$ cat config.mk
export PLATFORM = sky130hd
export DESIGN_NAME = indexed_sequential_list_top
export DESIGN_NICKNAME = d
export VERILOG_FILES = /design/src/sv/isl_pkg.sv /design/src/sv/isl_dpath.sv /design/src/sv/isl_ctrl.sv /design/src/sv/indexed_sequential_list_top.sv
export SDC_FILE = /design/constraint.sdc
export NUM_CORES = 1
export LEC_CHECK = 0
export BUFFER_PORTS_ARGS = -buffer_cell sky130_fd_sc_hd__buf_2
export CORE_ASPECT_RATIO = 2
export CORE_UTILIZATION = 40
export DETAILED_ROUTE_END_ITERATION = 10
export HOLD_SLACK_MARGIN = 0.15
export PLACE_DENSITY = 0.58
export SLEW_MARGIN = 15
export SYNTH_ARGS = -nofsm -noshare
export SYNTH_HDL_FRONTEND = slang
export SYNTH_SLANG_ARGS = --single-unit
$ cat constraint.sdc
create_clock -name clk -period 7.5 [get_ports clk]
set_input_delay 2.25 -clock clk [delete_from_list [all_inputs] [get_ports clk]]
set_output_delay 2.25 -clock clk [all_outputs]
set_load 0.02 [all_outputs]
$ cat src/sv/isl_pkg.sv
// ----------------------------------------------------------------------------
// isl_pkg - shared types for the indexed sequential list
// Operation and status codes, controller states, and the command and status
// structs that join the controller to the datapath.
// ----------------------------------------------------------------------------
package isl_pkg;

  localparam int FUNC_W = 3;
  localparam int POS_W  = 8;
  localparam int VAL_W  = 32;
  localparam int STAT_W = 2;

  typedef enum logic [FUNC_W-1:0] {
    FUNC_INSERT  = 3'd0,
    FUNC_DELETE  = 3'd1,
    FUNC_READ    = 3'd2,
    FUNC_FIND    = 3'd3,
    FUNC_DEL_VAL = 3'd4,
    FUNC_CLEAR   = 3'd5
  } func_t;

  typedef enum logic [STAT_W-1:0] {
    ST_OK       = 2'd0,
    ST_BADPOS   = 2'd1,
    ST_FULL     = 2'd2,
    ST_NOTFOUND = 2'd3
  } status_t;

  typedef enum logic [2:0] {
    S_IDLE,
    S_CHECK,
    S_SHIFT_UP,
    S_INS_WRITE,
    S_SHIFT_DN,
    S_SCAN,
    S_READ_WAIT,
    S_DONE
  } state_t;

  typedef enum logic [1:0] {
    RD_PTR,
    RD_PTR_M1,
    RD_POS_M1
  } rd_src_t;

  typedef enum logic [2:0] {
    PTR_HOLD,
    PTR_LD_CNT,
    PTR_LD_POS,
    PTR_LD_ZERO,
    PTR_LD_HIT,
    PTR_INC,
    PTR_DEC
  } ptr_op_t;

  typedef enum logic [1:0] {
    WR_NONE,
    WR_SHIFT_UP,
    WR_SHIFT_DN,
    WR_INSERT
  } wr_mode_t;

  typedef enum logic [1:0] {
    CNT_HOLD,
    CNT_INC,
    CNT_DEC,
    CNT_CLEAR
  } cnt_op_t;

  typedef struct packed {
    logic     load;
    logic     rd_en;
    rd_src_t  rd_src;
    ptr_op_t  ptr_op;
    wr_mode_t wr_mode;
    cnt_op_t  cnt_op;
    logic     set_status;
    status_t  code;
    logic     set_found;
    logic     capture_read;
  } isl_cmd_t;

  typedef struct packed {
    logic [FUNC_W-1:0] func;
    logic              pos_ok;
    logic              ins_pos_ok;
    logic              full;
    logic              more_up;
    logic              more_dn;
    logic              hit;
  } isl_stat_t;

endpackage

$ cat src/sv/isl_dpath.sv
// ----------------------------------------------------------------------------
// isl_dpath - list storage and datapath
// Entry memory with one write and one registered read port, walk pointer,
// entry count, request and result registers.
// ----------------------------------------------------------------------------
module isl_dpath #(
  parameter int CAPACITY = 16
) (
  input  logic                          clk,
  input  logic                          rst,
  input  isl_pkg::isl_cmd_t             cmd,
  input  logic [isl_pkg::FUNC_W-1:0]    func,
  input  logic [isl_pkg::POS_W-1:0]     position,
  input  logic signed [isl_pkg::VAL_W-1:0] value,
  output isl_pkg::isl_stat_t            stat,
  output logic [isl_pkg::STAT_W-1:0]    status,
  output logic [isl_pkg::POS_W-1:0]     found_position,
  output logic signed [isl_pkg::VAL_W-1:0] read_value,
  output logic [isl_pkg::POS_W-1:0]     count,
  output logic                          is_empty,
  output logic                          is_full
);
  import isl_pkg::*;

  localparam int AW    = (CAPACITY > 1) ? $clog2(CAPACITY) : 1;
  localparam int CW    = $clog2(CAPACITY + 1);
  localparam int CMP_W = POS_W + 1;
  localparam logic [CW-1:0] CAP_C = CW'(CAPACITY);

  logic [VAL_W-1:0]  entries [CAPACITY];

  logic [FUNC_W-1:0] req_func;
  logic [POS_W-1:0]  req_pos;
  logic [VAL_W-1:0]  req_val;

  logic [CW-1:0]     cnt, cnt_next;
  logic [CW-1:0]     ptr, ptr_next;
  logic [VAL_W-1:0]  rd_q;
  logic [AW-1:0]     rd_idx_q;
  logic              rd_vld_q;

  status_t           status_q;
  logic [POS_W-1:0]  found_q;
  logic [VAL_W-1:0]  rdval_q;

  logic [CW-1:0]     ptr_m1;
  logic [POS_W-1:0]  pos_m1;
  logic [AW-1:0]     rd_addr;
  logic              wr_en;
  logic [AW-1:0]     wr_addr;
  logic [VAL_W-1:0]  wr_data;

  assign ptr_m1 = ptr - CW'(1);
  assign pos_m1 = req_pos - POS_W'(1);

  always_comb begin
    case (cmd.rd_src)
      RD_PTR_M1: rd_addr = ptr_m1[AW-1:0];
      RD_POS_M1: rd_addr = pos_m1[AW-1:0];
      default:   rd_addr = ptr[AW-1:0];
    endcase
  end

  // Shift writes land in the cycle after their read, at the neighbouring slot
  always_comb begin
    wr_en   = 1'b0;
    wr_addr = rd_idx_q;
    wr_data = rd_q;
    case (cmd.wr_mode)
      WR_SHIFT_UP: begin
        wr_en   = rd_vld_q;
        wr_addr = rd_idx_q + AW'(1);
      end
      WR_SHIFT_DN: begin
        wr_en   = rd_vld_q;
        wr_addr = rd_idx_q - AW'(1);
      end
      WR_INSERT: begin
        wr_en   = 1'b1;
        wr_addr = pos_m1[AW-1:0];
        wr_data = req_val;
      end
      default: begin
        wr_en = 1'b0;
      end
    endcase
  end

  always_ff @(posedge clk) begin
    if (wr_en) begin
      entries[wr_addr] <= wr_data;
    end
    if (cmd.rd_en) begin
      rd_q     <= entries[rd_addr];
      rd_idx_q <= rd_addr;
    end
  end

  always_comb begin
    case (cmd.ptr_op)
      PTR_LD_CNT:  ptr_next = cnt;
      PTR_LD_POS:  ptr_next = CW'(req_pos);
      PTR_LD_ZERO: ptr_next = '0;
      PTR_LD_HIT:  ptr_next = CW'(rd_idx_q) + CW'(1);
      PTR_INC:     ptr_next = ptr + CW'(1);
      PTR_DEC:     ptr_next = ptr_m1;
      default:     ptr_next = ptr;
    endcase
  end

  always_comb begin
    case (cmd.cnt_op)
      CNT_INC:   cnt_next = cnt + CW'(1);
      CNT_DEC:   cnt_next = cnt - CW'(1);
      CNT_CLEAR: cnt_next = '0;
      default:   cnt_next = cnt;
    endcase
  end

  always_ff @(posedge clk) begin
    if (rst) begin
      cnt      <= '0;
      rd_vld_q <= 1'b0;
    end else begin
      cnt      <= cnt_next;
      rd_vld_q <= cmd.rd_en;
    end
  end

  always_ff @(posedge clk) begin
    ptr <= ptr_next;
    if (cmd.load) begin
      req_func <= func;
      req_pos  <= position;
      req_val  <= value;
      status_q <= ST_OK;
      found_q  <= '0;
      rdval_q  <= '0;
    end
    if (cmd.set_status) begin
      status_q <= cmd.code;
    end
    if (cmd.set_found) begin
      found_q <= POS_W'(rd_idx_q) + POS_W'(1);
    end
    if (cmd.capture_read) begin
      rdval_q <= rd_q;
    end
  end

  always_comb begin
    stat.func       = req_func;
    stat.pos_ok     = (req_pos != '0) && (CMP_W'(req_pos) <= CMP_W'(cnt));
    stat.ins_pos_ok = (req_pos != '0) && (CMP_W'(req_pos) <= CMP_W'(cnt) + CMP_W'(1));
    stat.full       = (cnt == CAP_C);
    stat.more_up    = (CMP_W'(ptr) >= CMP_W'(req_pos));
    stat.more_dn    = (ptr < cnt);
    stat.hit        = rd_vld_q && (rd_q == req_val);
  end

  assign status         = status_q;
  assign found_position = found_q;
  assign read_value     = rdval_q;
  assign count          = POS_W'(cnt);
  assign is_empty       = (cnt == '0);
  assign is_full        = (cnt == CAP_C);

endmodule

$ cat src/sv/isl_ctrl.sv
// ----------------------------------------------------------------------------
// isl_ctrl - operation sequencer
// Checks the request, walks the entries for shifts and scans, and raises the
// result strobe for one cycle.
// ----------------------------------------------------------------------------
module isl_ctrl (
  input  logic               clk,
  input  logic               rst,
  input  logic               start,
  input  isl_pkg::isl_stat_t stat,
  output isl_pkg::isl_cmd_t  cmd,
  output logic               busy,
  output logic               done
);
  import isl_pkg::*;

  state_t state, state_next;

  always_ff @(posedge clk) begin
    if (rst) begin
      state <= S_IDLE;
    end else begin
      state <= state_next;
    end
  end

  always_comb begin
    state_next = state;
    cmd        = '0;
    busy       = 1'b1;
    done       = 1'b0;
    unique case (state)
      S_IDLE: begin
        busy = 1'b0;
        if (start) begin
          cmd.load   = 1'b1;
          state_next = S_CHECK;
        end
      end
      S_CHECK: begin
        state_next = S_DONE;
        unique case (stat.func) inside
          FUNC_INSERT: begin
            if (!stat.ins_pos_ok) begin
              cmd.set_status = 1'b1;
              cmd.code       = ST_BADPOS;
            end else if (stat.full) begin
              cmd.set_status = 1'b1;
              cmd.code       = ST_FULL;
            end else begin
              cmd.ptr_op = PTR_LD_CNT;
              state_next = S_SHIFT_UP;
            end
          end
          FUNC_DELETE: begin
            if (!stat.pos_ok) begin
              cmd.set_status = 1'b1;
              cmd.code       = ST_BADPOS;
            end else begin
              cmd.ptr_op = PTR_LD_POS;
              state_next = S_SHIFT_DN;
            end
          end
          FUNC_READ: begin
            if (!stat.pos_ok) begin
              cmd.set_status = 1'b1;
              cmd.code       = ST_BADPOS;
            end else begin
              cmd.rd_en  = 1'b1;
              cmd.rd_src = RD_POS_M1;
              state_next = S_READ_WAIT;
            end
          end
          FUNC_FIND, FUNC_DEL_VAL: begin
            cmd.ptr_op = PTR_LD_ZERO;
            state_next = S_SCAN;
          end
          FUNC_CLEAR: begin
            cmd.cnt_op = CNT_CLEAR;
          end
          default: begin
            state_next = S_DONE;
          end
        endcase
      end
      S_SHIFT_UP: begin
        // Read one below the pointer; the datapath drops last cycle's word one slot up
        cmd.wr_mode = WR_SHIFT_UP;
        if (stat.more_up) begin
          cmd.rd_en  = 1'b1;
          cmd.rd_src = RD_PTR_M1;
          cmd.ptr_op = PTR_DEC;
        end else begin
          state_next = S_INS_WRITE;
        end
      end
      S_INS_WRITE: begin
        cmd.wr_mode = WR_INSERT;
        cmd.cnt_op  = CNT_INC;
        state_next  = S_DONE;
      end
      S_SHIFT_DN: begin
        cmd.wr_mode = WR_SHIFT_DN;
        if (stat.more_dn) begin
          cmd.rd_en  = 1'b1;
          cmd.rd_src = RD_PTR;
          cmd.ptr_op = PTR_INC;
        end else begin
          cmd.cnt_op = CNT_DEC;
          state_next = S_DONE;
        end
      end
      S_SCAN: begin
        if (stat.hit) begin
          if (stat.func == FUNC_FIND) begin
            cmd.set_found = 1'b1;
            state_next    = S_DONE;
          end else begin
            cmd.ptr_op = PTR_LD_HIT;
            state_next = S_SHIFT_DN;
          end
        end else if (stat.more_dn) begin
          cmd.rd_en  = 1'b1;
          cmd.rd_src = RD_PTR;
          cmd.ptr_op = PTR_INC;
        end else begin
          cmd.set_status = 1'b1;
          cmd.code       = ST_NOTFOUND;
          state_next     = S_DONE;
        end
      end
      S_READ_WAIT: begin
        cmd.capture_read = 1'b1;
        state_next       = S_DONE;
      end
      S_DONE: begin
        done       = 1'b1;
        state_next = S_IDLE;
      end
      default: begin
        state_next = S_IDLE;
      end
    endcase
  end

endmodule

$ cat src/sv/indexed_sequential_list_top.sv
// ----------------------------------------------------------------------------
// indexed_sequential_list_top - fixed-capacity ordered list of 32-bit values
// Insert, delete, read, find, delete by value and clear on 1-based positions,
// run by a sequencer over a single-port-pair entry memory.
// ----------------------------------------------------------------------------
//
//  channel   | handshake           | payload
//  ----------+---------------------+-------------------------------------------
//  request   | start, busy         | func, position, value
//  result    | done (one cycle)    | status, found_position, read_value, count,
//            |                     | is_empty, is_full
//
// A request is taken on a clock edge with start high and busy low; busy then
// stays high until the cycle after the done strobe. Shifts and scans walk the
// memory one entry per cycle, so insert, delete, find and delete by value take
// longer the more entries they pass over.
// Reset (rst, synchronous) empties the list; entry storage is not cleared.
// The receiver cannot stall: each result sits on the ports for the done cycle.
//
module indexed_sequential_list_top #(
  parameter int CAPACITY = 16
) (
  input  logic                                  clk,
  input  logic                                  rst,
  input  logic                                  start,
  output logic                                  busy,
  input  logic [isl_pkg::FUNC_W-1:0]            func,
  input  logic [isl_pkg::POS_W-1:0]             position,
  input  logic signed [isl_pkg::VAL_W-1:0]      value,
  output logic                                  done,
  output logic [isl_pkg::STAT_W-1:0]            status,
  output logic [isl_pkg::POS_W-1:0]             found_position,
  output logic signed [isl_pkg::VAL_W-1:0]      read_value,
  output logic [isl_pkg::POS_W-1:0]             count,
  output logic                                  is_empty,
  output logic                                  is_full
);
  import isl_pkg::*;

  // Command and status between sequencer and datapath
  isl_cmd_t  cmd;
  isl_stat_t stat;

  // Sequencer: check, walk the entries, then strobe the result
  isl_ctrl u_ctrl (
    .clk   (clk),
    .rst   (rst),
    .start (start),
    .stat  (stat),
    .cmd   (cmd),
    .busy  (busy),
    .done  (done)
  );

  // Datapath: hold the request, the entries, the count and the result
  isl_dpath #(
    .CAPACITY (CAPACITY)
  ) u_dpath (
    .clk            (clk),
    .rst            (rst),
    .cmd            (cmd),
    .func           (func),
    .position       (position),
    .value          (value),
    .stat           (stat),
    .status         (status),
    .found_position (found_position),
    .read_value     (read_value),
    .count          (count),
    .is_empty       (is_empty),
    .is_full        (is_full)
  );

endmodule

; Word level (Yosys, flattened, before mapping)
; Memory sizes are Yosys's and may differ from the RTL's. A register that Yosys moved wholly into a read port is not among the register bits.
; Cells that the tools add are included.
[op_classes]
n_addsub = 10
magnitude_cmp = 4
n_eq_ne = 30
n_mux = 56
n_reduce_logical = 17
[op_table]
columns = op, n
row1 = two-way mux 32 bit, 3
row2 = two-way mux 3 bit, 17
row3 = equality test 32 bit, 1
row4 = case mux 5 bit (6 select lines), 1
row5 = equality test 3 bit (second input constant), 9
row6 = case mux 6 bit (4 select lines), 1
row7 = case mux 3 bit (7 select lines), 1
row8 = equality test 3 x 2 -> 1 bit (second input constant), 6
row9 = two-way mux 8 bit, 2
row10 = case mux 5 bit (3 select lines), 1
row11 = two-way mux 2 bit, 7
row12 = two-way mux 1 bit, 12
row13 = two-way mux 6 bit, 2
row14 = case mux 2 bit (3 select lines), 2
row15 = case mux 3 bit (2 select lines), 2
row16 = case mux 3 bit (4 select lines), 1
row17 = case mux 4 bit (3 select lines), 1
row18 = adder 4 x 1 -> 5 bit (second input constant), 2
row19 = adder 5 x 1 -> 5 bit (second input constant), 2
row20 = equality test 2 bit (second input constant), 5
row21 = subtractor 5 x 1 -> 5 bit (second input constant), 2
row22 = equality test 3 x 1 -> 1 bit (second input constant), 3
row23 = case mux 3 bit (3 select lines), 1
row24 = greater-or-equal comparator 5 x 8 -> 1 bit, 1
row25 = other kinds (20), 32
[totals]
ff_bits = 103
ramBits = 512
in_bits = 46
wordCells = 129
mem_count = 1
[memory_table]
columns = name, words, width, read_ports, rd_clocked_by_memory_dff, wr, line
row1 = u_dpath.entries, 16, 32, 1, 1, 1, isl_dpath.sv:30  ; logic [VAL_W-1:0] entries [CAPACITY];

; Logic depth before layout (Yosys ltp)
[depth]
depth_word = 8
ltp_mapped = 18
ltp_nobuf = 16

; Hierarchy
; From an unflattened synthesis, not the netlist that was laid out.
[unflattened]
hier_cells = 1896
hier_area_um2 = 26618.0
[modules_own_cells]
columns = mod, n_inst, cells_each, area_per_inst_um2
row1 = isl_dpath, 1, 1819, 26092.5
row2 = isl_ctrl, 1, 77, 525.5

; Worst setup path after synthesis
; No wires, ideal clock.
[synth_path]
kind = register to register
from = register u_ctrl.state[1]
to = memory u_dpath.entries[4][0] (enable)
setup_time_ns = 0.421
arrival_time_ns = 4.130
required_ns = 7.079
path_slack_ns = 2.949
stages_incl_launch_ff = 16
cell_sequence = dfxtp_1 > buf_1 > nand2_1 > nor2_1 > clkbuf_1 > a21oi_1 > inv_1 > ha_1 > ha_1 > a21o_1 > a21oi_1 > xnor2_1 > mux2i_1 > o21ai_0 > nand2b_1 > nor2_1
[synth_between]
elab_chain_len = 7
word_cells_on_any_way = 12
[synth_lines]
columns = item, line
row1 = start: declaration, isl_ctrl.sv:17  ; state_t state, state_next;
row2 = start signal: assignment, isl_ctrl.sv:23  ; state <= state_next;
row3 = equality test 3 bit / equality test 3 x 2 -> 1 bit (equally long branches), isl_ctrl.sv:32  ; unique case (state)
row4 = case mux 2 bit (3 select lines) (*), isl_ctrl.sv:32
row5 = equality test 2 x 1 -> 1 bit / equality test 2 bit (equally long branches), isl_dpath.sv:69  ; case (cmd.wr_mode)
row6 = OR reduction 2 bit (no source line), -
row7 = case mux 1 bit (2 select lines), isl_dpath.sv:69
row8 = two-way mux 1 bit, isl_dpath.sv:90  ; if (wr_en) begin
row9 = two-way mux 1 bit (not written as such), isl_dpath.sv:91  ; entries[wr_addr] <= wr_data;
row10 = end: declaration, isl_dpath.sv:30
; Every way passes the cells marked *; elsewhere a longest branch is shown, timed or not.

; Worst setup path in the final report
[layout_path]
from = register u_dpath.cnt[2]
to = register u_dpath.rd_q[3] (read register of u_dpath.entries), data pin
[layout_between]
elab_chain_len = 7
word_cells_on_any_way = 11
[layout_lines]
columns = item, line
row1 = start: declaration, isl_dpath.sv:36  ; logic [CW-1:0] cnt, cnt_next;
row2 = start signal: assignment, isl_dpath.sv:125  ; cnt <= cnt_next;
row3 = less-or-equal comparator 8 x 5 -> 1 bit, isl_dpath.sv:153  ; stat.pos_ok = (req_pos != '0) && (CMP_W'(req_pos) <= CMP_W'(cnt));
row4 = logical AND 1 bit, isl_dpath.sv:153
row5 = two-way mux 3 bit, isl_ctrl.sv:65  ; if (!stat.pos_ok) begin
row6 = two-way mux 3 bit, isl_ctrl.sv:42  ; unique case (stat.func) inside
row7 = case mux 6 bit (4 select lines) (*), isl_ctrl.sv:32
row8 = equality test 2 bit / equality test 2 x 1 -> 1 bit (equally long branches), isl_dpath.sv:57  ; case (cmd.rd_src)
row9 = case mux 4 bit (2 select lines), isl_dpath.sv:57
row10 = end: declaration, isl_dpath.sv:38  ; logic [VAL_W-1:0] rd_q;
; Marked as above.
; A chain may end at the register's enable or synchronous reset.

==> results.json <==
{
  "synth.most_common_cell": "edfxtp_1",
  "synth_adder_area_share_pct": 1.81,
  "finClkSkew_ns": 0.0115,
  "period_share_pct": 70.4,
  "crit_arrival_ns": 5.60,
  "die_w_um": 184,
  "post_cts_buffers": 0,
  "antenna_found_initial": 0,
  "grt_pass1_vias": 14300,
  "wl_per_cell_um": 26.7,
  "synth_compound_area_share_pct": 2.09,
  "grt_busiest_layer": "met2",
  "peakVddDrop_v": 0.000202,
  "grt_pass1_wl_um": 95300,
  "yosysSeqAreaShare_pct": 72.9,
  "synth_xor_area_share_pct": 1.62,
  "worstSetupEndpointType": "register",
  "pin_count": 100,
  "dr.pass1.iters": 7,
  "cts-resized-gates": 0,
  "crit_path_start_kind": "register",
  "drtAntennaViolNets": 0,
  "postCtsHoldBufs": 0,
  "yosysTopAreaCell": "edfxtp_1",
  "path_max_fanout": 84,
  "grt_util_met3_pct": 2.31,
  "async_reset_ff_share_pct": 0,
  "min_from": "u_dpath.cnt[3]$_SDFFE_PP0P_",
  "diodes": 0,
  "hold_viol": 0,
  "synth_edf_count": 635,
  "grt.overflow.total": 0,
  "synth_ff_type": "edfxtp_1",
  "dp_worst_setup_slack_ns": 2.13,
  "avgSynthCellArea_sq_um": 18.4,
  "clk_pin_slew_worst_paths_ns": 0.07,
  "synthTopCellsByCount": "edfxtp_1, nand2_1, mux4_2, mux2i_1, nor2_1",
  "core_sq_um": 65100,
  "synthCells": 1433,
  "die_h_um": 365,
  "routed_wl_um": 65800,
  "worstPathRequired_ns": 7.83,
  "place_inst": 2366,
  "netlist.area_leader.share_pct": 72.2,
  "fin_tns_setup_ns": 0,
  "cts_tree": "yes",
  "slowest_stage": "inv_8",
  "drt_iter0_drc": 1070,
  "reg2regPathDepth": 15,
  "p_total_mw": 8.63,
  "vias_per_cell": 5.52,
  "hpwl_um": 39000,
  "rr_startpoint": "u_dpath.cnt[2]$_SDFFE_PP0P_",
  "critPathLaunch": "u_dpath.cnt[2]$_SDFFE_PP0P_",
  "cp_slowest_stage_delay_ns": 0.64,
  "rr_endpoint": "u_dpath.rd_q[3]$_DFFE_PP_",
  "drive_gt1_share_pct": 22.8,
  "num_rows": 132,
  "start_util_pct": 40.6,
  "synth_area_leaders": "edfxtp_1, mux4_2, mux2i_1, nand2_1, ha_1",
  "drv_slew": 0,
  "p_per_area_nw_per_um2": 288,
  "hold_class": "reg -> reg",
  "netlist_area_sq_um": 26400,
  "synthMuxAreaShare_pct": 14.7,
  "ys_warn_count": 0,
  "vias": 13600,
  "maxCapViolations": 0,
  "crit_chain": "inv_1 -> ha_1 -> o21ai_0 -> a21oi_1 -> o31ai_1 -> and2_1 -> nand3_1 -> ha_1 -> a221oi_1 -> a21o_1 -> inv_8 -> buf_4 -> mux4_2 -> mux2i_1 -> mux2i_1",
  "ctsHtreeMaxLevel": 2,
  "path_buf_inv": 3,
  "p_leak_nw": 10.1,
  "port-buffer-count": 93,
  "nFillCells": 5629,
  "whs_path_depth": 2,
  "insertion_delay_ns": 0.60,
  "ys_ff_latch": 644,
  "layout_min_cycle_time_ns": 5.28,
  "cts_sinks": 644,
  "grt_usage_pct": 19.9,
  "hold_slack_ns": 0.605,
  "nets": 1634,
  "rsz0062_at_grt": "false",
  "r2r_slack_ns": 2.22,
  "yosys.area_share.simple_pct": 5.30,
  "relSlewSlack_pct": 25.9,
  "use_met2_pct": 37.0,
  "clk_root_buffer_cell": "clkbuf_16",
  "setup_ws_ns": 2.22,
  "setup_violations": 0,
  "area_growth_pct": 13.5,
  "dieArea_sq_um": 67100,
  "whs_endpoint": "u_dpath.cnt[3]$_SDFFE_PP0P_",
  "place_congestion": 0.842,
  "grt_max_degree": 130,
  "max_freq_mhz": 190,
  "cts_buffers": 54,
  "post-route-drc-count": 0,
  "worstSetupPathType": "reg -> reg",
  "met1_usage_pct": 23.6,
  "outcome": "finished, final reports clean",
  "ys_types": 54,
  "synth_top_family_by_area": "multiplexers",
  "worst_pin_slew_ns": 1.11,
  "fin_cells": 2466,
  "clockBufferDepth": 3,
  "critical_path.top_delay_family": "buffers and inverters"
}
## metrics by stage
stage	area, sq um	utilization (%)
detailed placement	28100	43.2
global placement	28100	43.2
floorplan	26400	-
finish	30000	46.1
global route	30000	46.1
CTS	30000	46.1
## report_power, final
| part | internal, mW | switching [mW] | total, mW |
|---|---|---|---|
| clock | 1.70 | 1.29 | 2.99 |
| sequential | 4.21 | 0.103 | 4.31 |
| combinational | 0.508 | 0.816 | 1.32 |
| total | 6.41 | 2.21 | 8.63 |
## tightest hold or removal path: cells and delay by family, from the launching register on
family / cells / cell delay, ns
simple gates: 1 / 0.05
flops: 1 / 0.37
mux: 1 / 0.15
## placed cells by master (no fill, tap or decap), drive strengths merged, types with 6 or more instances in the layout
cell type | Yosys | layout
nor2 | 49 | 49
edfxtp | 635 | 635
clkbuf | 27 | 65
nand2 | 131 | 131
xnor2 | 16 | 16
buf | 39 | 123
bufinv | 0 | 9
dfxtp | 9 | 9
conb | 1 | 6
inv | 30 | 32
nor4 | 16 | 16
ha | 35 | 35
a31oi | 6 | 6
mux4 | 128 | 128
nor3 | 9 | 9
nand2b | 10 | 10
a21oi | 25 | 25
xor2 | 33 | 33
o21ai | 13 | 13
and3 | 9 | 9
and2 | 34 | 34
nand3 | 15 | 15
nand4 | 8 | 8
clkinv | 0 | 20
a22oi | 7 | 7
mux2i | 99 | 99
## cells by family after synthesis
group / count (synthesis)
simple gates: 296
flops: 644
mux: 228
buf+inv: 96
xor+xnor: 49
other cells: 1
compound gates: 82
fa+ha+maj: 37
## layout make-up
cell class                 count  area [sq um]  area share, %
multi-input combinational    698          6950           23.2
timing repair buffer         123           703           2.35
tap                          871          1090           3.64
inverter                      30           120          0.401
clock buffer                  65          1460           4.86
clock inverter                35           405           1.35
sequential                   644         19200           64.2
## state kept, by name, summed over array words and instances, names as in the netlist
register                flops
u_dpath.entries           512
u_dpath.rd_q               32
u_dpath.read_value         32
u_dpath.req_val            32
u_dpath.req_pos             8
u_dpath.cnt                 5
u_dpath.found_position      5
u_dpath.ptr                 5
u_dpath.rd_idx_q            4
u_ctrl.state                3
u_dpath.req_func            3
u_dpath.status              2
u_dpath.rd_vld_q            1
## how the worst max path moves through the flow
stage                                      end  cells after the start
3_3_place_gp         u_dpath.rd_q[3]$_DFFE_PP_                     15
2_1_floorplan  u_dpath.entries[4][0]$_DFFE_PP_                     15
5_1_grt              u_dpath.rd_q[3]$_DFFE_PP_                     15
6_report             u_dpath.rd_q[3]$_DFFE_PP_                     15
3_5_place_dp         u_dpath.rd_q[3]$_DFFE_PP_                     15
4_1_cts              u_dpath.rd_q[3]$_DFFE_PP_                     15
## metal layers
layer | part of all wire (%) | wire [um]
met3 | 4.7 | 3070
met2 | 54 | 35300
met4 | 3.0 | 2010
met5 | 0 | 0
met1 | 39 | 25400
No activity file was read; power rests on OpenSTA's default activity.
